File: src/hw/rtl/kf2_pkg.sv
// ----------------------------------------------------------------------------
// kf2_pkg: shared types and constants for the two-state Kalman filter
// Holds the fixed-point format, command codes, controller states and the
// command/status structs that run between the controller and the datapath.
// ----------------------------------------------------------------------------
package kf2_pkg;

  localparam int FRAC_BITS = 16;
  localparam int DW        = 32;
  localparam int CFG_IDX_W = 3;
  localparam int CFG_DW    = 64;

  typedef enum logic [1:0] {
    CMD_PREDICT = 2'd0,
    CMD_CORRECT = 2'd1,
    CMD_RELOAD  = 2'd2,
    CMD_NOP     = 2'd3
  } cmd_t;

  typedef enum logic [2:0] {
    REG_F_ROW0  = 3'd0,
    REG_F_ROW1  = 3'd1,
    REG_H_ROW   = 3'd2,
    REG_R_NOISE = 3'd3,
    REG_X_INIT  = 3'd4,
    REG_P_ROW0  = 3'd5,
    REG_P_ROW1  = 3'd6
  } reg_idx_t;

  // Datapath register file slots
  typedef enum logic [4:0] {
    S_X0, S_X1, S_P00, S_P01, S_P10, S_P11,
    S_T0, S_T1, S_K0, S_K1, S_Y, S_S,
    S_A00, S_A01, S_A10, S_A11, S_U0, S_U1, S_Z, S_ZERO
  } slot_t;

  // Operand sources for the shared multiply-accumulate
  typedef enum logic [4:0] {
    O_X0, O_X1, O_P00, O_P01, O_P10, O_P11,
    O_T0, O_T1, O_K0, O_K1, O_Y,
    O_A00, O_A01, O_A10, O_A11,
    O_F00, O_F01, O_F10, O_F11, O_H0, O_H1, O_ZERO
  } opnd_t;

  typedef enum logic [2:0] {
    ACC_ZERO, ACC_U0, ACC_U1, ACC_Z, ACC_R, ACC_ONE, ACC_X0, ACC_X1
  } init_t;

  typedef enum logic [2:0] {
    ST_IDLE, ST_RUN, ST_DIV, ST_DONE, ST_OUT
  } state_t;

  typedef struct packed {
    logic   start_acc;   // load accumulator with init
    init_t  init_sel;
    logic   mac;         // add signed product
    logic   sub;         // subtract product instead
    opnd_t  opa;
    opnd_t  opb;
    logic   wr;          // saturate accumulator into a slot
    slot_t  dst;
    logic   commit;      // copy T to X and K0/K1/Y/S to P
    logic   div_start;
    logic   div_sel;     // 0: t0, 1: t1
    logic   load_cmd;
    logic   reload;
  } dp_cmd_t;

  typedef struct packed {
    logic div_busy;
    logic s_zero;
  } dp_sts_t;

endpackage

File: src/hw/rtl/kf2_ctrl.sv
// ----------------------------------------------------------------------------
// kf2_ctrl: sequencer for predict, correct and reload
// Steps through a micro-program of multiply-accumulate operations; the
// operands of each term are registered before the product is accumulated,
// and a sum is written back after its last term has been accumulated.
// ----------------------------------------------------------------------------
module kf2_ctrl (
  input  logic             clk,
  input  logic             rst_n,
  input  logic             in_fire,
  input  logic [1:0]       in_cmd,
  input  kf2_pkg::dp_sts_t sts,
  output kf2_pkg::dp_cmd_t cmd,
  output logic             busy,
  output logic             done,
  output logic             zero_flag,
  input  logic             out_free
);
  import kf2_pkg::*;

  // Micro-op: init, up to two terms (opa, opb, sub), destination.
  typedef struct packed {
    init_t init;
    opnd_t a0;
    opnd_t b0;
    logic  s0;
    opnd_t a1;
    opnd_t b1;
    logic  s1;
    slot_t dst;
  } uop_t;

  localparam int NP = 10;  // predict ops
  localparam int NC1 = 5;  // correct before divide (last op is NC1 - 2)
  localparam int NC2 = 10; // correct after divide

  function automatic uop_t prog(logic [1:0] ph, logic [3:0] i);
    uop_t u;
    u = '{ACC_ZERO, O_ZERO, O_ZERO, 1'b0, O_ZERO, O_ZERO, 1'b0, S_ZERO};
    if (ph == 2'd0) begin
      case (i)
        4'd0: u = '{ACC_U0,  O_F00, O_X0,  1'b0, O_F01, O_X1,  1'b0, S_T0};
        4'd1: u = '{ACC_U1,  O_F10, O_X0,  1'b0, O_F11, O_X1,  1'b0, S_T1};
        4'd2: u = '{ACC_ZERO, O_F00, O_P00, 1'b0, O_F01, O_P10, 1'b0, S_A00};
        4'd3: u = '{ACC_ZERO, O_F00, O_P01, 1'b0, O_F01, O_P11, 1'b0, S_A01};
        4'd4: u = '{ACC_ZERO, O_F10, O_P00, 1'b0, O_F11, O_P10, 1'b0, S_A10};
        4'd5: u = '{ACC_ZERO, O_F10, O_P01, 1'b0, O_F11, O_P11, 1'b0, S_A11};
        4'd6: u = '{ACC_ZERO, O_A00, O_F00, 1'b0, O_A01, O_F01, 1'b0, S_K0};
        4'd7: u = '{ACC_ZERO, O_A00, O_F10, 1'b0, O_A01, O_F11, 1'b0, S_K1};
        4'd8: u = '{ACC_ZERO, O_A10, O_F00, 1'b0, O_A11, O_F01, 1'b0, S_Y};
        default: u = '{ACC_ZERO, O_A10, O_F10, 1'b0, O_A11, O_F11, 1'b0, S_S};
      endcase
    end else if (ph == 2'd1) begin
      case (i)
        4'd0: u = '{ACC_Z,   O_H0,  O_X0,  1'b1, O_H1,  O_X1,  1'b1, S_Y};
        4'd1: u = '{ACC_ZERO, O_P00, O_H0, 1'b0, O_P01, O_H1,  1'b0, S_T0};
        4'd2: u = '{ACC_ZERO, O_P10, O_H0, 1'b0, O_P11, O_H1,  1'b0, S_T1};
        4'd3: u = '{ACC_R,   O_H0,  O_T0,  1'b0, O_H1,  O_T1,  1'b0, S_S};
        default: u = '{ACC_ZERO, O_ZERO, O_ZERO, 1'b0, O_ZERO, O_ZERO, 1'b0, S_ZERO};
      endcase
    end else begin
      case (i)
        4'd0: u = '{ACC_ONE,  O_K0, O_H0, 1'b1, O_ZERO, O_ZERO, 1'b0, S_A00};
        4'd1: u = '{ACC_ZERO, O_K0, O_H1, 1'b1, O_ZERO, O_ZERO, 1'b0, S_A01};
        4'd2: u = '{ACC_ZERO, O_K1, O_H0, 1'b1, O_ZERO, O_ZERO, 1'b0, S_A10};
        4'd3: u = '{ACC_ONE,  O_K1, O_H1, 1'b1, O_ZERO, O_ZERO, 1'b0, S_A11};
        4'd4: u = '{ACC_X0,   O_K0, O_Y,  1'b0, O_ZERO, O_ZERO, 1'b0, S_T0};
        4'd5: u = '{ACC_X1,   O_K1, O_Y,  1'b0, O_ZERO, O_ZERO, 1'b0, S_T1};
        4'd6: u = '{ACC_ZERO, O_A00, O_P00, 1'b0, O_A01, O_P10, 1'b0, S_K0};
        4'd7: u = '{ACC_ZERO, O_A00, O_P01, 1'b0, O_A01, O_P11, 1'b0, S_K1};
        4'd8: u = '{ACC_ZERO, O_A10, O_P00, 1'b0, O_A11, O_P10, 1'b0, S_Y};
        default: u = '{ACC_ZERO, O_A10, O_P01, 1'b0, O_A11, O_P11, 1'b0, S_S};
      endcase
    end
    return u;
  endfunction

  state_t     st_r, st_nxt;
  logic [1:0] ph_r, ph_nxt;
  logic [3:0] op_r, op_nxt;
  logic [2:0] cy_r, cy_nxt;
  logic       dsel_r, dsel_nxt;
  logic       zf_r, zf_nxt;
  uop_t       u;

  assign u = prog(ph_r, op_r);

  always_ff @(posedge clk) begin
    if (!rst_n) begin
      st_r   <= ST_IDLE;
      ph_r   <= '0;
      op_r   <= '0;
      cy_r   <= '0;
      dsel_r <= 1'b0;
      zf_r   <= 1'b0;
    end else begin
      st_r   <= st_nxt;
      ph_r   <= ph_nxt;
      op_r   <= op_nxt;
      cy_r   <= cy_nxt;
      dsel_r <= dsel_nxt;
      zf_r   <= zf_nxt;
    end
  end

  // cy_r 0: start acc + issue term0; 1: issue term1; 2,3: drain; 4: write
  always_comb begin
    st_nxt   = st_r;
    ph_nxt   = ph_r;
    op_nxt   = op_r;
    cy_nxt   = cy_r;
    dsel_nxt = dsel_r;
    zf_nxt   = zf_r;
    cmd      = '0;
    cmd.init_sel = ACC_ZERO;
    cmd.opa  = O_ZERO;
    cmd.opb  = O_ZERO;
    cmd.dst  = S_ZERO;
    done     = 1'b0;
    case (st_r)
      ST_IDLE: begin
        if (in_fire) begin
          cmd.load_cmd = 1'b1;
          zf_nxt   = 1'b0;
          op_nxt   = '0;
          cy_nxt   = '0;
          case (in_cmd)
            CMD_PREDICT: begin ph_nxt = 2'd0; st_nxt = ST_RUN; end
            CMD_CORRECT: begin ph_nxt = 2'd1; st_nxt = ST_RUN; end
            CMD_RELOAD:  begin cmd.reload = 1'b1; st_nxt = ST_OUT; end
            default:     st_nxt = ST_OUT;
          endcase
        end
      end
      ST_RUN: begin
        case (cy_r)
          3'd0: begin
            cmd.start_acc = 1'b1; cmd.init_sel = u.init;
            cmd.opa = u.a0; cmd.opb = u.b0; cmd.sub = u.s0; cmd.mac = 1'b1;
          end
          3'd1: begin
            cmd.opa = u.a1; cmd.opb = u.b1; cmd.sub = u.s1; cmd.mac = 1'b1;
          end
          3'd4: begin
            cmd.wr = 1'b1; cmd.dst = u.dst;
          end
          default: ;
        endcase
        cy_nxt = cy_r + 3'd1;
        if (cy_r == 3'd4) begin
          cy_nxt = '0;
          op_nxt = op_r + 4'd1;
          if (ph_r == 2'd0 && op_r == 4'(NP - 1)) begin
            st_nxt = ST_DONE;
          end else if (ph_r == 2'd1 && op_r == 4'(NC1 - 2)) begin
            st_nxt   = ST_DIV;
            dsel_nxt = 1'b0;
            cy_nxt   = '0;
          end else if (ph_r == 2'd2 && op_r == 4'(NC2 - 1)) begin
            st_nxt = ST_DONE;
          end
        end
      end
      ST_DIV: begin
        if (cy_r == 3'd0) begin
          if (sts.s_zero) begin
            zf_nxt = 1'b1;
            st_nxt = ST_OUT;
          end else begin
            cmd.div_start = 1'b1;
            cmd.div_sel   = dsel_r;
            cy_nxt        = 3'd1;
          end
        end else if (!sts.div_busy) begin
          if (dsel_r) begin
            ph_nxt = 2'd2;
            op_nxt = '0;
            cy_nxt = '0;
            st_nxt = ST_RUN;
          end else begin
            dsel_nxt      = 1'b1;
            cmd.div_start = 1'b1;
            cmd.div_sel   = 1'b1;
          end
        end
      end
      ST_DONE: begin
        cmd.commit = 1'b1;
        st_nxt     = ST_OUT;
      end
      ST_OUT: begin
        if (out_free) begin
          done   = 1'b1;
          st_nxt = ST_IDLE;
        end
      end
      default: st_nxt = ST_IDLE;
    endcase
  end

  assign busy      = (st_r != ST_IDLE);
  assign zero_flag = zf_r;

endmodule
File: config.mk
export PLATFORM = sky130hd
export DESIGN_NAME = kf2_ctrl
export DESIGN_NICKNAME = d
export VERILOG_FILES = /design/src/hw/rtl/kf2_pkg.sv /design/src/hw/rtl/kf2_ctrl.sv
export SDC_FILE = /design/constraint.sdc
export NUM_CORES = 1
export LEC_CHECK = 0
export BUFFER_PORTS_ARGS = -buffer_cell sky130_fd_sc_hd__buf_2
export CAP_MARGIN = 15
export CORE_MARGIN = 3
export CORE_UTILIZATION = 50
export CTS_BUF_LIST = sky130_fd_sc_hd__clkbuf_8 sky130_fd_sc_hd__clkbuf_16
export CTS_CLUSTER_SIZE = 16
export DETAILED_ROUTE_END_ITERATION = 8
export GPL_ROUTABILITY_DRIVEN = 0
export GPL_TIMING_DRIVEN = 0
export PLACE_DENSITY = 0.78
export SETUP_SLACK_MARGIN = 0.15
export SLEW_MARGIN = 20
export SYNTH_ARGS = -nofsm -noshare
export SYNTH_HDL_FRONTEND = slang
export SYNTH_SLANG_ARGS = --single-unit
File: constraint.sdc
create_clock -name clk -period 3.1 [get_ports clk]
set_input_delay 0.31 -clock clk [delete_from_list [all_inputs] [get_ports clk]]
set_output_delay 0.31 -clock clk [all_outputs]
set_load 0.005 [all_outputs]
==> results.json <==
{
  "status": "completed",
  "io_pins": 38,
  "cts.sinks": 46,
  "vias_per_cell": 5.906,
  "start_kind": "flip-flop",
  "fin_crit_sh_pct": 91.49,
  "fmax_ghz": 0.3526,
  "setup_viol": 0,
  "r2r_setup_slack_ps": 430,
  "cts_buffers": 5,
  "grt_max_degree": 16,
  "ys_types": 62,
  "grt_pass1_vias": 2389,
  "peakVddDrop_v": 0.0003135,
  "rsz0062_at_grt": "no",
  "port_buffers": 36,
  "rows": 25,
  "wl_per_cell_microns": 16.19,
  "drv_cap": 0,
  "antenna_found_initial": 0,
  "worst_pin_slew_ps": 792.8,
  "cts.path.max_buffers": 2,
  "hold_start": "in_cmd[0]",
  "finalClockSkew_ps": 7.067,
  "chipWidth_microns": 79.04,
  "period_needed_ps": 2836,
  "synth_ff_type": "dfxtp_1",
  "synth_top_area_cell": "dfxtp_1",
  "clk_pin_slew_ps": 90,
  "tns_ps": 0,
  "final_net_count": 399,
  "synth_top_area_share_pct": 34.52,
  "async_flop_share_pct": 0,
  "critPathKind": "reg -> out",
  "slew_headroom_pct": 46.74,
  "area_growth_pct": 14.17,
  "synth_edf_count": 0,
  "whs_path_depth": 3,
  "dp_cells": 438,
  "ys_ff_latch": 46,
  "synth_area_leaders": "dfxtp_1 35%, ha_1 6.1%, nor2_1 5.1%",
  "die_h_microns": 79.04,
  "wirelength_mm": 7.220,
  "instances_no_fill": 446,
  "drc": 0,
  "hold_viol": 0,
  "synth_cells": 335,
  "p_leak_uw": 0.001321,
  "cts_setup_buffers": 0,
  "startpoint": "op_r[0]",
  "ys_seq_area_share_pct": 34.52,
  "dp_hpwl_mm": 5.381,
  "drt_iter0_markers": 294,
  "path_max_fanout": 8,
  "num_vias": 2634,
  "clock_latency_ps": 300,
  "gr-total-overflow": 0,
  "syn_area_per_cell_sq_um": 7.963,
  "powerDensity_nw_per_um2": 586.8,
  "h-tree-depth": 2,
  "cp.required_ps": 2790,
  "cp-end-kind": "output pin",
  "antenna-diode-count": 0,
  "first_pass_iters": 6,
  "die-area_sq_um": 6247,
  "r2r-start": "cy_r[0]",
  "postRouteAntennaNets": 0,
  "holdPathEnd": "ph_r[0]",
  "core_sq_um": 4942,
  "track_usage_pct": 24.22,
  "synth.cell_area_sq_um": 2668,
  "hp-class": "in -> reg",
  "arrival_ps": 2530,
  "slew_viol_final": 0,
  "ys_warn_count": 0,
  "cts_root_buf": "clkbuf_8",
  "cts_tree": "yes",
  "worst-r2r-cell-count": 9,
  "syn_nets": 356,
  "drive_above_1_share_pct": 19.26,
  "start_util_pct": 53.97,
  "grt_pass1_wl_mm": 11.93
}
==> placed cells by master (no fill, tap or decap), types with 12 or more instances in the layout <==
| cell type | instances |
|---|---|
| buf_2 | 42 |
| nor3_1 | 16 |
| inv_1 | 16 |
| nor2_1 | 36 |
| nand2_1 | 32 |
| dfxtp_1 | 46 |
| o21ai_0 | 18 |
| a21oi_1 | 20 |
| nor2b_1 | 12 |
| ha_1 | 13 |
==> final cells by class <==
class,count,area [sq um]
flip-flops and latches,46,920.9
plain buffers,19,80.08
well taps,67,83.83
clock buffers,5,68.82
inverters,21,78.83
fillers,476,1897
multi-input cells,249,1589
repair buffers,36,180.2
clock inverters,3,43.79
==> cell families after synthesis <==
| group | synth area share (%) |
|---|---|
| buffers and inverters | 5.910 |
| flip-flops | 34.52 |
| multiplexers | 1.782 |
| AO/OA/AOI/OAI | 24.81 |
| AND/OR/NAND/NOR | 26.88 |
| adder cells (fa/ha/maj) | 6.098 |
==> cells in the mapped netlist, drive strengths merged, types with 3 or more instances <==
master and instances:
o211ai 4, buf 8, nor2b 12, nor2 37, and2 4, a31oi 6, nand2b 10, nand3b 3
mux2 3, o21ai 23, o22ai 5, nand3 7, o221ai 3, and3 3, nor3b 3, inv 20
a21oi 20, clkbuf 11, nand2 33, a32oi 4, o21a 3, ha 13, or3 4, o2111ai 3
nor3 16, dfxtp 46
==> per-layer routing <==
| layer | up-vias | GRT usage, % | wire length (microns) |
|---|---|---|---|
| met5 | - | 0 | 0 |
| met4 | 0 | 8.763 | 155 |
| met3 | 17 | 5.102 | 715 |
| met2 | 149 | 36.53 | 3056 |
| met1 | 1188 | 34.01 | 3292 |
| li1 | 1280 | - | - |
==> power breakdown <==
group	total [uW]	internal (uW)	switching, uW	leakage (uW)
registers	643	613	29.6	0.000372
clock network	456	242	214	0.0000585
logic	688	265	423	0.000891
total	1790	1120	667	0.00132
==> through the flow <==
stage	utilization (%)	hold slack [ps]	instance area, sq um	total power (uW)	worst slack [ps]
finish	61.62	318.2	3045	1787	263.8
global route	61.62	334.2	3045	1896	151.6
CTS	61.59	303.7	3044	1783	237.6
detailed placement	59.32	500.7	2932	1327	487.6
global placement	59.32	494.1	2932	1320	529.4
floorplan	-	499.4	2668	1123	872.4
==> critical path, stage by stage, from the launching register on <==
cell       delay [ps]
dfxtp_1           460
inv_1             130
ha_1              310
a21oi_1           460
o2111ai_1         240
a221oi_1          360
o31ai_1           120
buf_2             140
==> what timing repair did <==
action | 4_1_cts | 5_1_grt
endpoints found under the hold margin | 0 | 0
endpoints found under the setup margin | 0 | 8
hold buffers | 0 | 0
gates resized for setup | 0 | 2
==> worst max path at each step <==
stage,to,depth (start not counted)
finish,cmd[18],7
global route,cmd[18],7
CTS,cmd[24],7
detailed placement,flip-flop,9
global placement,flip-flop,9
floorplan,flip-flop,9
No activity file was read; power rests on OpenSTA's default activity.
